### src/rtl/hpc_pkg.sv
package hpc_pkg;

  localparam int CoordWidth = 32;
  localparam int MinPolyVerts = 3;
  localparam int DivWidth = 2 * CoordWidth + 2;
  localparam int QuoWidth = 51;
  localparam int CntWidth = $clog2(DivWidth + 1);

  typedef enum logic [1:0] {
    REG_CLIP_AXIS = 2'd0,
    REG_KEEP_SIDE = 2'd1,
    REG_CLIP_BOUND = 2'd2,
    REG_CLOSE_POLYGON = 2'd3
  } reg_index_t;

  typedef struct packed {
    logic signed [CoordWidth-1:0] point_x;
    logic signed [CoordWidth-1:0] point_y;
    logic starts_gap;
    logic shape_end;
  } in_item_t;

  typedef struct packed {
    logic signed [CoordWidth-1:0] out_x;
    logic signed [CoordWidth-1:0] out_y;
    logic out_gap;
    logic run_last;
    logic shape_done;
  } out_item_t;

  typedef struct packed {
    logic signed [CoordWidth-1:0] x;
    logic signed [CoordWidth-1:0] y;
    logic gap;
  } vtx_t;

  typedef enum logic [3:0] {
    ST_IDLE,
    ST_HELD,
    ST_XSETUP,
    ST_XMUL,
    ST_XDIV,
    ST_XEMIT,
    ST_SELF,
    ST_CSETUP,
    ST_CMUL,
    ST_CDIV,
    ST_CEMIT,
    ST_FINISH,
    ST_OUT
  } state_t;

  // Commands from the controller to the datapath.
  typedef struct packed {
    logic load_in;
    logic setup_from_prev;
    logic setup_close;
    logic mul_go;
    logic div_start;
    logic div_step;
    logic push_held;
    logic push_cross_enter;
    logic push_cross_leave;
    logic push_self;
    logic push_close;
    logic mark_pending_gap;
    logic finish;
    logic emit_last;
    logic emit_done;
  } cmd_t;

  typedef struct packed {
    logic in_ins;
    logic prev_ins;
    logic first_ins;
    logic held_valid;
    logic [1:0] vcount;
    logic close_en;
    logic end_flag;
    logic delta_zero;
    logic div_done;
    logic pend_valid;
  } status_t;

endpackage

### src/rtl/half_plane_polyline_clipper.sv
// Channel  | Handshake            | Payload
// cfg      | cfg_valid/cfg_ready  | cfg_index, cfg_data
// in       | in_valid/in_stall    | in_item (point_x, point_y, starts_gap, shape_end)
// out      | out_valid/out_stall  | out_item (out_x, out_y, out_gap, run_last, shape_done)
// Each vertex passes through accept, held push, own vertex and finish.
// Each crossing, the closing one included, adds setup, product, 66 restoring
// divider steps with a done check, and emit; a zero delta skips the divider steps.
// A shape end with a result left adds the output state.
// Reset is synchronous on rst and clears all control state.
// A stalled output holds the controller in place; the input stays stalled.
module half_plane_polyline_clipper import hpc_pkg::*; (
  input  logic clk,
  input  logic rst,
  input  logic cfg_valid,
  output logic cfg_ready,
  input  logic [1:0] cfg_index,
  input  logic [CoordWidth-1:0] cfg_data,
  input  logic in_valid,
  output logic in_stall,
  input  in_item_t in_item,
  output logic out_valid,
  input  logic out_stall,
  output out_item_t out_item
);

  cmd_t cmd;
  status_t status;

  assign cfg_ready = 1'b1;

  hpc_ctrl u_ctrl (
    .clk, .rst, .in_valid, .in_stall, .out_valid, .out_stall,
    .status, .cmd
  );

  hpc_dp u_dp (
    .clk, .rst, .cfg_valid, .cfg_index, .cfg_data, .in_item, .out_item,
    .cmd, .status
  );

endmodule

### src/rtl/hpc_ctrl.sv
module hpc_ctrl import hpc_pkg::*; (
  input  logic clk,
  input  logic rst,
  input  logic in_valid,
  output logic in_stall,
  output logic out_valid,
  input  logic out_stall,
  input  status_t status,
  output cmd_t cmd
);

  state_t state, state_next;
  logic have_cross, have_close;

  // Pending result holds one output at a time; the controller pushes results
  // into it and waits for the output register to drain.
  always_ff @(posedge clk) begin
    if (rst) state <= ST_IDLE;
    else state <= state_next;
  end

  assign have_cross = (status.vcount != 2'd0) && (status.in_ins != status.prev_ins);
  assign have_close = status.end_flag && status.close_en &&
                      (status.vcount == 2'(MinPolyVerts)) &&
                      (status.first_ins != status.in_ins);

  always_comb begin
    state_next = state;
    cmd = '0;
    in_stall = 1'b1;
    out_valid = 1'b0;
    case (state)
      ST_IDLE: begin
        in_stall = 1'b0;
        if (in_valid) begin
          cmd.load_in = 1'b1;
          state_next = ST_HELD;
        end
      end
      ST_HELD: begin
        if (status.held_valid) cmd.push_held = 1'b1;
        state_next = have_cross ? ST_XSETUP : ST_SELF;
      end
      ST_XSETUP: begin
        cmd.setup_from_prev = 1'b1;
        state_next = ST_XMUL;
      end
      ST_XMUL: begin
        cmd.mul_go = 1'b1;
        cmd.div_start = 1'b1;
        state_next = ST_XDIV;
      end
      ST_XDIV: begin
        if (status.delta_zero || status.div_done) state_next = ST_XEMIT;
        else cmd.div_step = 1'b1;
      end
      ST_XEMIT: begin
        if (status.in_ins) cmd.push_cross_enter = 1'b1;
        else cmd.push_cross_leave = 1'b1;
        state_next = ST_SELF;
      end
      ST_SELF: begin
        if (status.in_ins) cmd.push_self = 1'b1;
        state_next = have_close ? ST_CSETUP : ST_FINISH;
      end
      ST_CSETUP: begin
        cmd.setup_close = 1'b1;
        cmd.mark_pending_gap = 1'b1;
        state_next = ST_CMUL;
      end
      ST_CMUL: begin
        cmd.mul_go = 1'b1;
        cmd.div_start = 1'b1;
        state_next = ST_CDIV;
      end
      ST_CDIV: begin
        if (status.delta_zero || status.div_done) state_next = ST_CEMIT;
        else cmd.div_step = 1'b1;
      end
      ST_CEMIT: begin
        cmd.push_close = 1'b1;
        state_next = ST_FINISH;
      end
      ST_FINISH: begin
        cmd.finish = 1'b1;
        if (status.pend_valid && status.end_flag) state_next = ST_OUT;
        else state_next = ST_IDLE;
      end
      ST_OUT: begin
        out_valid = 1'b1;
        cmd.emit_last = 1'b1;
        cmd.emit_done = 1'b1;
        if (!out_stall) state_next = ST_IDLE;
      end
      default: state_next = ST_IDLE;
    endcase
    // A push while a pending result exists first sends the pending one out.
    // Away from a shape end, the last push of a request leaves the one before
    // it as the final result of that request; the last one itself is held.
    if ((cmd.push_held || cmd.push_cross_enter || cmd.push_cross_leave ||
         cmd.push_self || cmd.push_close) && status.pend_valid) begin
      out_valid = 1'b1;
      cmd.emit_last = !status.end_flag && (cmd.push_self || cmd.push_cross_leave);
      if (out_stall) begin
        cmd.push_held = 1'b0;
        cmd.push_cross_enter = 1'b0;
        cmd.push_cross_leave = 1'b0;
        cmd.push_self = 1'b0;
        cmd.push_close = 1'b0;
        cmd.mark_pending_gap = 1'b0;
        state_next = state;
      end
    end
    if (state == ST_CSETUP && status.pend_valid) out_valid = 1'b0;
  end

  a_idle_ready: assert property (@(posedge clk) disable iff (rst)
    !in_stall |-> state == ST_IDLE) else $error("input taken outside idle");
  a_out_in_excl: assert property (@(posedge clk) disable iff (rst)
    !(out_valid && !in_stall)) else $error("output during input accept");
  a_div_ends: assert property (@(posedge clk) disable iff (rst)
    (state == ST_XDIV && status.div_done) |=> state == ST_XEMIT)
    else $error("divider finish not followed");

endmodule

### src/rtl/hpc_dp.sv
module hpc_dp import hpc_pkg::*; (
  input  logic clk,
  input  logic rst,
  input  logic cfg_valid,
  input  logic [1:0] cfg_index,
  input  logic [CoordWidth-1:0] cfg_data,
  input  in_item_t in_item,
  output out_item_t out_item,
  input  cmd_t cmd,
  output status_t status
);

  logic clip_axis, keep_side, close_polygon;
  logic signed [CoordWidth-1:0] clip_bound;

  in_item_t cur;
  logic cur_ins;
  logic signed [CoordWidth-1:0] prev_x, prev_y, first_x, first_y;
  logic prev_gap, prev_inside, first_inside;
  logic [1:0] vertex_count;
  vtx_t held_vertex;
  logic held_valid;

  vtx_t pend;
  logic pend_valid;

  // Interpolation operands.
  logic signed [CoordWidth-1:0] fa, fo, ta, to_o;
  logic signed [CoordWidth:0] num_d, oth_d, den_d;
  logic [CoordWidth-1:0] num_mag, oth_mag;
  logic neg;
  logic [2*CoordWidth-1:0] prod;
  logic [CoordWidth:0] dv;
  logic [DivWidth-1:0] dividend;
  logic [CoordWidth+1:0] rem;
  logic [QuoWidth-1:0] q;
  logic big;
  logic [CntWidth-1:0] cnt;
  logic delta_zero;

  logic signed [CoordWidth-1:0] in_c;
  logic in_ins_w;
  vtx_t cross_v;
  logic signed [CoordWidth+QuoWidth:0] sum;
  logic signed [CoordWidth-1:0] sat_v;
  logic [CoordWidth+1:0] rem_sh, rem_sub;

  localparam logic signed [CoordWidth+QuoWidth:0] Hi =
    (CoordWidth+QuoWidth+1)'((64'sd1 <<< (CoordWidth-1)) - 1);
  localparam logic signed [CoordWidth+QuoWidth:0] Lo = -Hi - 1;
  localparam logic [QuoWidth-1:0] QuoCap = {1'b1, {(QuoWidth-1){1'b0}}};

  always_ff @(posedge clk) begin
    if (rst) begin
      clip_axis <= 1'b0;
      keep_side <= 1'b0;
      clip_bound <= '0;
      close_polygon <= 1'b0;
    end else if (cfg_valid) begin
      case (reg_index_t'(cfg_index))
        REG_CLIP_AXIS: clip_axis <= cfg_data[0];
        REG_KEEP_SIDE: keep_side <= cfg_data[0];
        REG_CLIP_BOUND: clip_bound <= cfg_data;
        REG_CLOSE_POLYGON: close_polygon <= cfg_data[0];
        default: ;
      endcase
    end
  end

  assign in_c = clip_axis ? in_item.point_y : in_item.point_x;
  assign in_ins_w = keep_side ? (in_c <= clip_bound) : (in_c >= clip_bound);

  // Crossing point assembled from the divider result.
  // A quotient above the cap only comes from stale sides and is clamped.
  always_comb begin
    logic signed [QuoWidth:0] qs;
    logic [QuoWidth-1:0] qc;
    qc = (big || (q[QuoWidth-1] && (q[QuoWidth-2:0] != '0))) ? QuoCap : q;
    qs = neg ? -$signed({1'b0, qc}) : $signed({1'b0, qc});
    sum = (CoordWidth+QuoWidth+1)'(fo) + (CoordWidth+QuoWidth+1)'(qs);
    if (sum > Hi) sat_v = CoordWidth'(Hi);
    else if (sum < Lo) sat_v = CoordWidth'(Lo);
    else sat_v = CoordWidth'(sum);
    cross_v.gap = 1'b0;
    if (delta_zero) begin
      cross_v.x = clip_axis ? to_o : ta;
      cross_v.y = clip_axis ? ta : to_o;
    end else begin
      cross_v.x = clip_axis ? sat_v : clip_bound;
      cross_v.y = clip_axis ? clip_bound : sat_v;
    end
  end

  assign rem_sh = {rem[CoordWidth:0], dividend[DivWidth-1]};
  assign rem_sub = rem_sh - {1'b0, dv};

  always_ff @(posedge clk) begin
    if (rst) begin
      prev_x <= '0; prev_y <= '0; prev_gap <= 1'b0; prev_inside <= 1'b0;
      first_x <= '0; first_y <= '0; first_inside <= 1'b0;
      vertex_count <= '0;
      held_valid <= 1'b0;
      pend_valid <= 1'b0;
    end else begin
      if (cmd.load_in) begin
        cur <= in_item;
        cur_ins <= in_ins_w;
      end
      if (cmd.setup_from_prev) begin
        fa <= clip_axis ? prev_y : prev_x;
        fo <= clip_axis ? prev_x : prev_y;
        ta <= clip_axis ? cur.point_y : cur.point_x;
        to_o <= clip_axis ? cur.point_x : cur.point_y;
      end
      if (cmd.setup_close) begin
        fa <= clip_axis ? cur.point_y : cur.point_x;
        fo <= clip_axis ? cur.point_x : cur.point_y;
        ta <= clip_axis ? first_y : first_x;
        to_o <= clip_axis ? first_x : first_y;
      end
      if (cmd.mul_go) begin
        rem <= '0;
        q <= '0;
        big <= 1'b0;
        cnt <= '0;
      end
      if (cmd.div_step) begin
        if (!rem_sub[CoordWidth+1]) rem <= rem_sub;
        else rem <= rem_sh;
        if (q[QuoWidth-1]) big <= 1'b1;
        q <= {q[QuoWidth-2:0], !rem_sub[CoordWidth+1]};
        cnt <= cnt + 1'b1;
      end
      if (pend_valid && !(cmd.mark_pending_gap) &&
          (cmd.push_held || cmd.push_cross_enter || cmd.push_cross_leave ||
           cmd.push_self || cmd.push_close)) pend_valid <= 1'b0;
      if (cmd.push_held) begin
        pend <= held_vertex; pend_valid <= 1'b1;
      end
      if (cmd.push_cross_enter || cmd.push_cross_leave) begin
        pend <= '{x: cross_v.x, y: cross_v.y,
                  gap: cmd.push_cross_enter ? prev_gap : 1'b1};
        pend_valid <= 1'b1;
      end
      if (cmd.push_self) begin
        pend <= '{x: cur.point_x, y: cur.point_y, gap: cur.starts_gap};
        pend_valid <= 1'b1;
      end
      if (cmd.mark_pending_gap) pend.gap <= 1'b1;
      if (cmd.push_close) begin
        pend <= '{x: cross_v.x, y: cross_v.y, gap: 1'b1};
        pend_valid <= 1'b1;
      end
      if (cmd.finish) begin
        if (vertex_count == 2'd0) begin
          first_x <= cur.point_x; first_y <= cur.point_y; first_inside <= cur_ins;
        end
        prev_x <= cur.point_x; prev_y <= cur.point_y;
        prev_gap <= cur.starts_gap; prev_inside <= cur_ins;
        if (cur.shape_end) begin
          vertex_count <= '0;
          held_valid <= 1'b0;
        end else begin
          if (vertex_count != 2'(MinPolyVerts)) vertex_count <= vertex_count + 1'b1;
          if (pend_valid) begin
            held_vertex <= pend;
            held_valid <= 1'b1;
            pend_valid <= 1'b0;
          end else held_valid <= 1'b0;
        end
      end
      if (cmd.emit_done) pend_valid <= 1'b0;
    end
  end

  // Operand preparation; the product is loaded as the dividend when the
  // divider starts.
  assign num_d = (CoordWidth+1)'(clip_bound) - (CoordWidth+1)'(fa);
  assign oth_d = (CoordWidth+1)'(to_o) - (CoordWidth+1)'(fo);
  assign den_d = (CoordWidth+1)'(ta) - (CoordWidth+1)'(fa);
  assign delta_zero = (den_d == '0);
  assign num_mag = CoordWidth'(num_d[CoordWidth] ? -num_d : num_d);
  assign oth_mag = CoordWidth'(oth_d[CoordWidth] ? -oth_d : oth_d);
  assign prod = num_mag * oth_mag;

  always_ff @(posedge clk) begin
    if (cmd.div_start) begin
      neg <= (num_d[CoordWidth] ^ oth_d[CoordWidth]) ^ den_d[CoordWidth];
      dv <= {1'b0, CoordWidth'(den_d[CoordWidth] ? -den_d : den_d)};
      dividend <= {2'b00, prod};
    end else if (cmd.div_step) begin
      dividend <= {dividend[DivWidth-2:0], 1'b0};
    end
  end

  always_comb begin
    status.in_ins = cur_ins;
    status.prev_ins = prev_inside;
    status.first_ins = first_inside;
    status.held_valid = held_valid;
    status.vcount = (vertex_count == 2'(MinPolyVerts)) ? vertex_count :
                    vertex_count + 1'b1;
    status.close_en = close_polygon;
    status.end_flag = cur.shape_end;
    status.delta_zero = delta_zero;
    status.div_done = (cnt == CntWidth'(DivWidth));
    status.pend_valid = pend_valid;
    if (vertex_count == 2'd0) status.vcount = 2'd0;
  end

  always_comb begin
    out_item.out_x = pend.x;
    out_item.out_y = pend.y;
    out_item.out_gap = pend.gap;
    out_item.run_last = cmd.emit_last;
    out_item.shape_done = cmd.emit_done;
  end

endmodule
### config.mk
export PLATFORM = sky130hd
export DESIGN_NAME = half_plane_polyline_clipper
export DESIGN_NICKNAME = d
export VERILOG_FILES = /design/src/rtl/hpc_pkg.sv /design/src/rtl/half_plane_polyline_clipper.sv /design/src/rtl/hpc_ctrl.sv /design/src/rtl/hpc_dp.sv
export SDC_FILE = /design/constraint.sdc
export NUM_CORES = 2
export LEC_CHECK = 0
export ABC_AREA = 1
export BUFFER_PORTS_ARGS = -buffer_cell sky130_fd_sc_hd__clkbuf_2
export CAP_MARGIN = 40
export CORE_ASPECT_RATIO = 1.1
export CORE_UTILIZATION = 45
export CTS_BUF_LIST = sky130_fd_sc_hd__clkbuf_8
export DETAILED_ROUTE_END_ITERATION = 12
export MAX_ROUTING_LAYER = met4
export SYNTH_ARGS = -nofsm -noshare
export SYNTH_HDL_FRONTEND = slang
export SYNTH_HIERARCHICAL = 1
export SYNTH_SLANG_ARGS = --single-unit
### constraint.sdc
create_clock -name clk -period 13.3 [get_ports clk]
set_input_delay 0.665 -clock clk [delete_from_list [all_inputs] [get_ports clk]]
set_output_delay 0.665 -clock clk [all_outputs]
set_load 0.05 [all_outputs]
==> results.sh <==
export IMPL_viasPerCell=5.616
export IMPL_grt_max_degree=193
export IMPL_status="completed"
export IMPL_grt_use_total_pct=39.10
export IMPL_cts_setup_buffers=0
export IMPL_startpoint_type="flip-flop"
export IMPL_synth_cell_type_count=71
export IMPL_cts_tree="yes"
export IMPL_num_rows=165
export IMPL_finalCritPeriodShare_pct=92.69
export IMPL_cp_common_cell="nand2_1"
export IMPL_core_area_sq_um=184400
export IMPL_grt_pass1_vias=76630
export IMPL_synth_area_sq_um=83820
export IMPL_r2r_slack_ps=970
export IMPL_drv_cap=0
export IMPL_finalCriticalPeriod_ps=12330
export IMPL_ios=175
export IMPL_synth_cells=11350
export IMPL_grt_pass1_wl_um=516000
export IMPL_routabilityCongestion=1.052
export IMPL_worstPathArrival_ps=13010
export IMPL_wl_per_cell_um=25.65
export IMPL_io_buffers=173
export IMPL_start_util_pct=45.47
export IMPL_synthMuxAreaShare_pct=0.01194
export IMPL_fin_nets=12920
export IMPL_cts_sinks=690
export IMPL_yosysWarnings=6
export IMPL_die_w_um=413.5
export IMPL_via_count=78450
export IMPL_dieHeight_um=454.7
export IMPL_synth_top_family_by_area="adder cells"
export IMPL_crit_family="adder cells"
export IMPL_clockRootBuffer="clkbuf_8"
export IMPL_critPathSlowestCell="inv_1"
export IMPL_maxSlewViolCount=0
export IMPL_hold_path_class="in2reg"
export IMPL_syn_num_nets=12840
export IMPL_synthTopCellsByArea="fa_1 (22%), edfxtp_1 (18%), nand2_1 (12%)"
export IMPL_synth_top_cell_by_area="fa_1"
export IMPL_h_tree_depth=3
export IMPL_timing_slew_headroom_pct=32.96
export IMPL_die_area_sq_um=188000
export IMPL_layout_drive_gt1_share_pct=6.687
export IMPL_hold_viol=0
export IMPL_cpPeakStageDelay_ps=820
export IMPL_dp_hpwl_um=289400
export IMPL_synthAdderAreaFrac_pct=28.76
export IMPL_cp_end_kind="flip-flop"
export IMPL_synth_xor_area_share_pct=2.653
export IMPL_cts_buffers=117
export IMPL_ant_nets=0
export IMPL_avgSynthCellArea_sq_um=7.386
export IMPL_antenna_found_initial=18
export IMPL_clockBufferDepth=3
export IMPL_drcViolationCount=0
export IMPL_synth_compound_area_share_pct=9.638
export IMPL_critPathBufInv=10
export IMPL_setup_viol=0
export IMPL_fin_setup_tns_ps=0
export IMPL_yosysTopAreaCellShare_pct=21.52
export IMPL_clkLatencyLatePin_ps=960
export IMPL_critPathKind="reg2reg"
export IMPL_drt_wl_total_um=358300
export IMPL_rsz0062_at_grt="no"
export IMPL_cts_clk_slew_worst_paths_ps=60
export IMPL_first_pass_iters=6
export IMPL_yosysSeqAreaShare_pct=22.62
export IMPL_worst_path_max_fanout=40
export IMPL_ys_seq_elements=690
export IMPL_synthToLayoutAreaGrowth_pct=7.989
export IMPL_yosys_area_share_simple_pct=24.04
export IMPL_worst_pin_slew_ps=995.1
export IMPL_gr_total_overflow=0
export IMPL_cp_required_ps=13980
export IMPL_fin_worst_skew_ps=114.1
export IMPL_drt_iter0_drc=8073
export IMPL_max_freq_mhz=81.12
[synthesized netlist by cell type (all sizes together)]
cell and count:
o21bai 13, inv 2169, a31o 1, o31ai 5, nor2 1287, o221a 1, a211oi 4, nor4 20
o221ai 8, buf 218, ha 485, fa 901, nor3 88, a21boi 14, o22ai 64, nand3b 22
a221oi 4, o2111ai 1, xor2 167, a2111oi 1, o211a 1, conb 1, o21a 10, nand3 480
nand2 2789, nand4 159, o311ai 3, clkinv 5, o211ai 17, or2 45, mux2i 1, a21o 24
and2 8, edfxtp 514, dfxtp 176, nor2b 1, xnor2 71, o21ai 700, clkbuf 232, o41ai 2
a21oi 584, and3 4, nor3b 3, a31oi 45
[final cells by class]
cell class / instances / area [sq um]
Timing Repair Buffer: 408 / 3079
Fill cell: 18650 / 93840
Sequential cell: 690 / 18960
Tap cell: 2421 / 3029
Inverter: 2174 / 8180
Multi-Input combinational cell: 8034 / 54740
Clock inverter: 92 / 665.6
Antenna cell: 17 / 42.54
Clock buffer: 132 / 1817
[what timing repair did]
action,in CTS,in global routing
hold buffers,71,0
endpoints found under the hold margin,70,0
gates resized for setup,0,0
[layer usage]
metal  share of wire (%)  vias up  global-route usage (%)
met5                   0        -                       -
met3                 7.8     1022                   6.168
met4                 9.0        0                   29.25
met2                  45     3885                   60.18
met1                  38    38030                   46.13
li1                    -    35510                       -
[cells in the final DEF, fill, tap and decap left out, drive strengths merged, types with 64 or more instances in the layout]
| cell type | count |
|---|---|
| buf | 164 |
| fa | 901 |
| ha | 485 |
| dfxtp | 176 |
| xnor2 | 71 |
| o21ai | 700 |
| nor3 | 88 |
| nand4 | 159 |
| nor2 | 1287 |
| nand3 | 480 |
| inv | 2216 |
| edfxtp | 514 |
| xor2 | 167 |
| a21oi | 584 |
| nand2 | 2789 |
| dlygate4sd3 | 71 |
| o22ai | 64 |
| clkbuf | 305 |
[state kept, by name, summed over array words and instances, names as in the netlist, 33 cells and up]
signal,cells
u_dp/out_item,65
u_dp/cur,65
u_dp/held_vertex,65
u_dp/q,51
u_dp/dividend,66
u_dp/rem,33
[path summary, 6_finish.rpt]
kind / from / end / depth (start not counted)
setup / recovery: u_dp/fo[19] / u_dp/dividend[49] / 42
hold / removal: cfg_data[3] / u_dp/clip_bound[3] / 3
setup reg to reg: u_dp/fo[19] / u_dp/dividend[49] / 42
hold reg to reg: u_dp/out_item[43] / u_dp/held_vertex[41] / 0
[per-stage QoR]
stage	hold slack (ps)	std cells	utilization [%]	setup WS [ps]	instance area, sq um
2_1_floorplan	424.0	11350	-	3874	83820
3_3_place_gp	436.4	13630	47.10	1067	86840
3_5_place_dp	437.5	13660	47.34	961.7	87280
4_1_cts	5.714	13950	49.07	1015	90470
5_1_grt	75.42	13960	49.09	366.3	90510
6_report	78.47	13970	49.10	971.8	90520
[cell families (layout without fill, tap and decap cells)]
family                     after synthesis  count (layout)
and+or+nand+nor                       4906            4906
buffers and inverters                 2624            2806
AOI/OAI and AO/OA                     1502            1502
adders and majority gates             1386            1386
DFF                                    690             690
xor gates and xnor gates               238             238
other                                    1              18
muxes                                    1               1
[worst register-to-register path, delay by kind of cell, from the launching register on]
kind,cells,cell delay (ps)
AO/OA/AOI/OAI,5,1460
adder cells (fa/ha/maj),10,5040
buffers and inverters,10,2480
flip-flops,1,420
AND/OR/NAND/NOR,17,2740
Power is not shown: default switching activity piles up to over one toggle a cycle in this logic, so the estimate is an artifact.
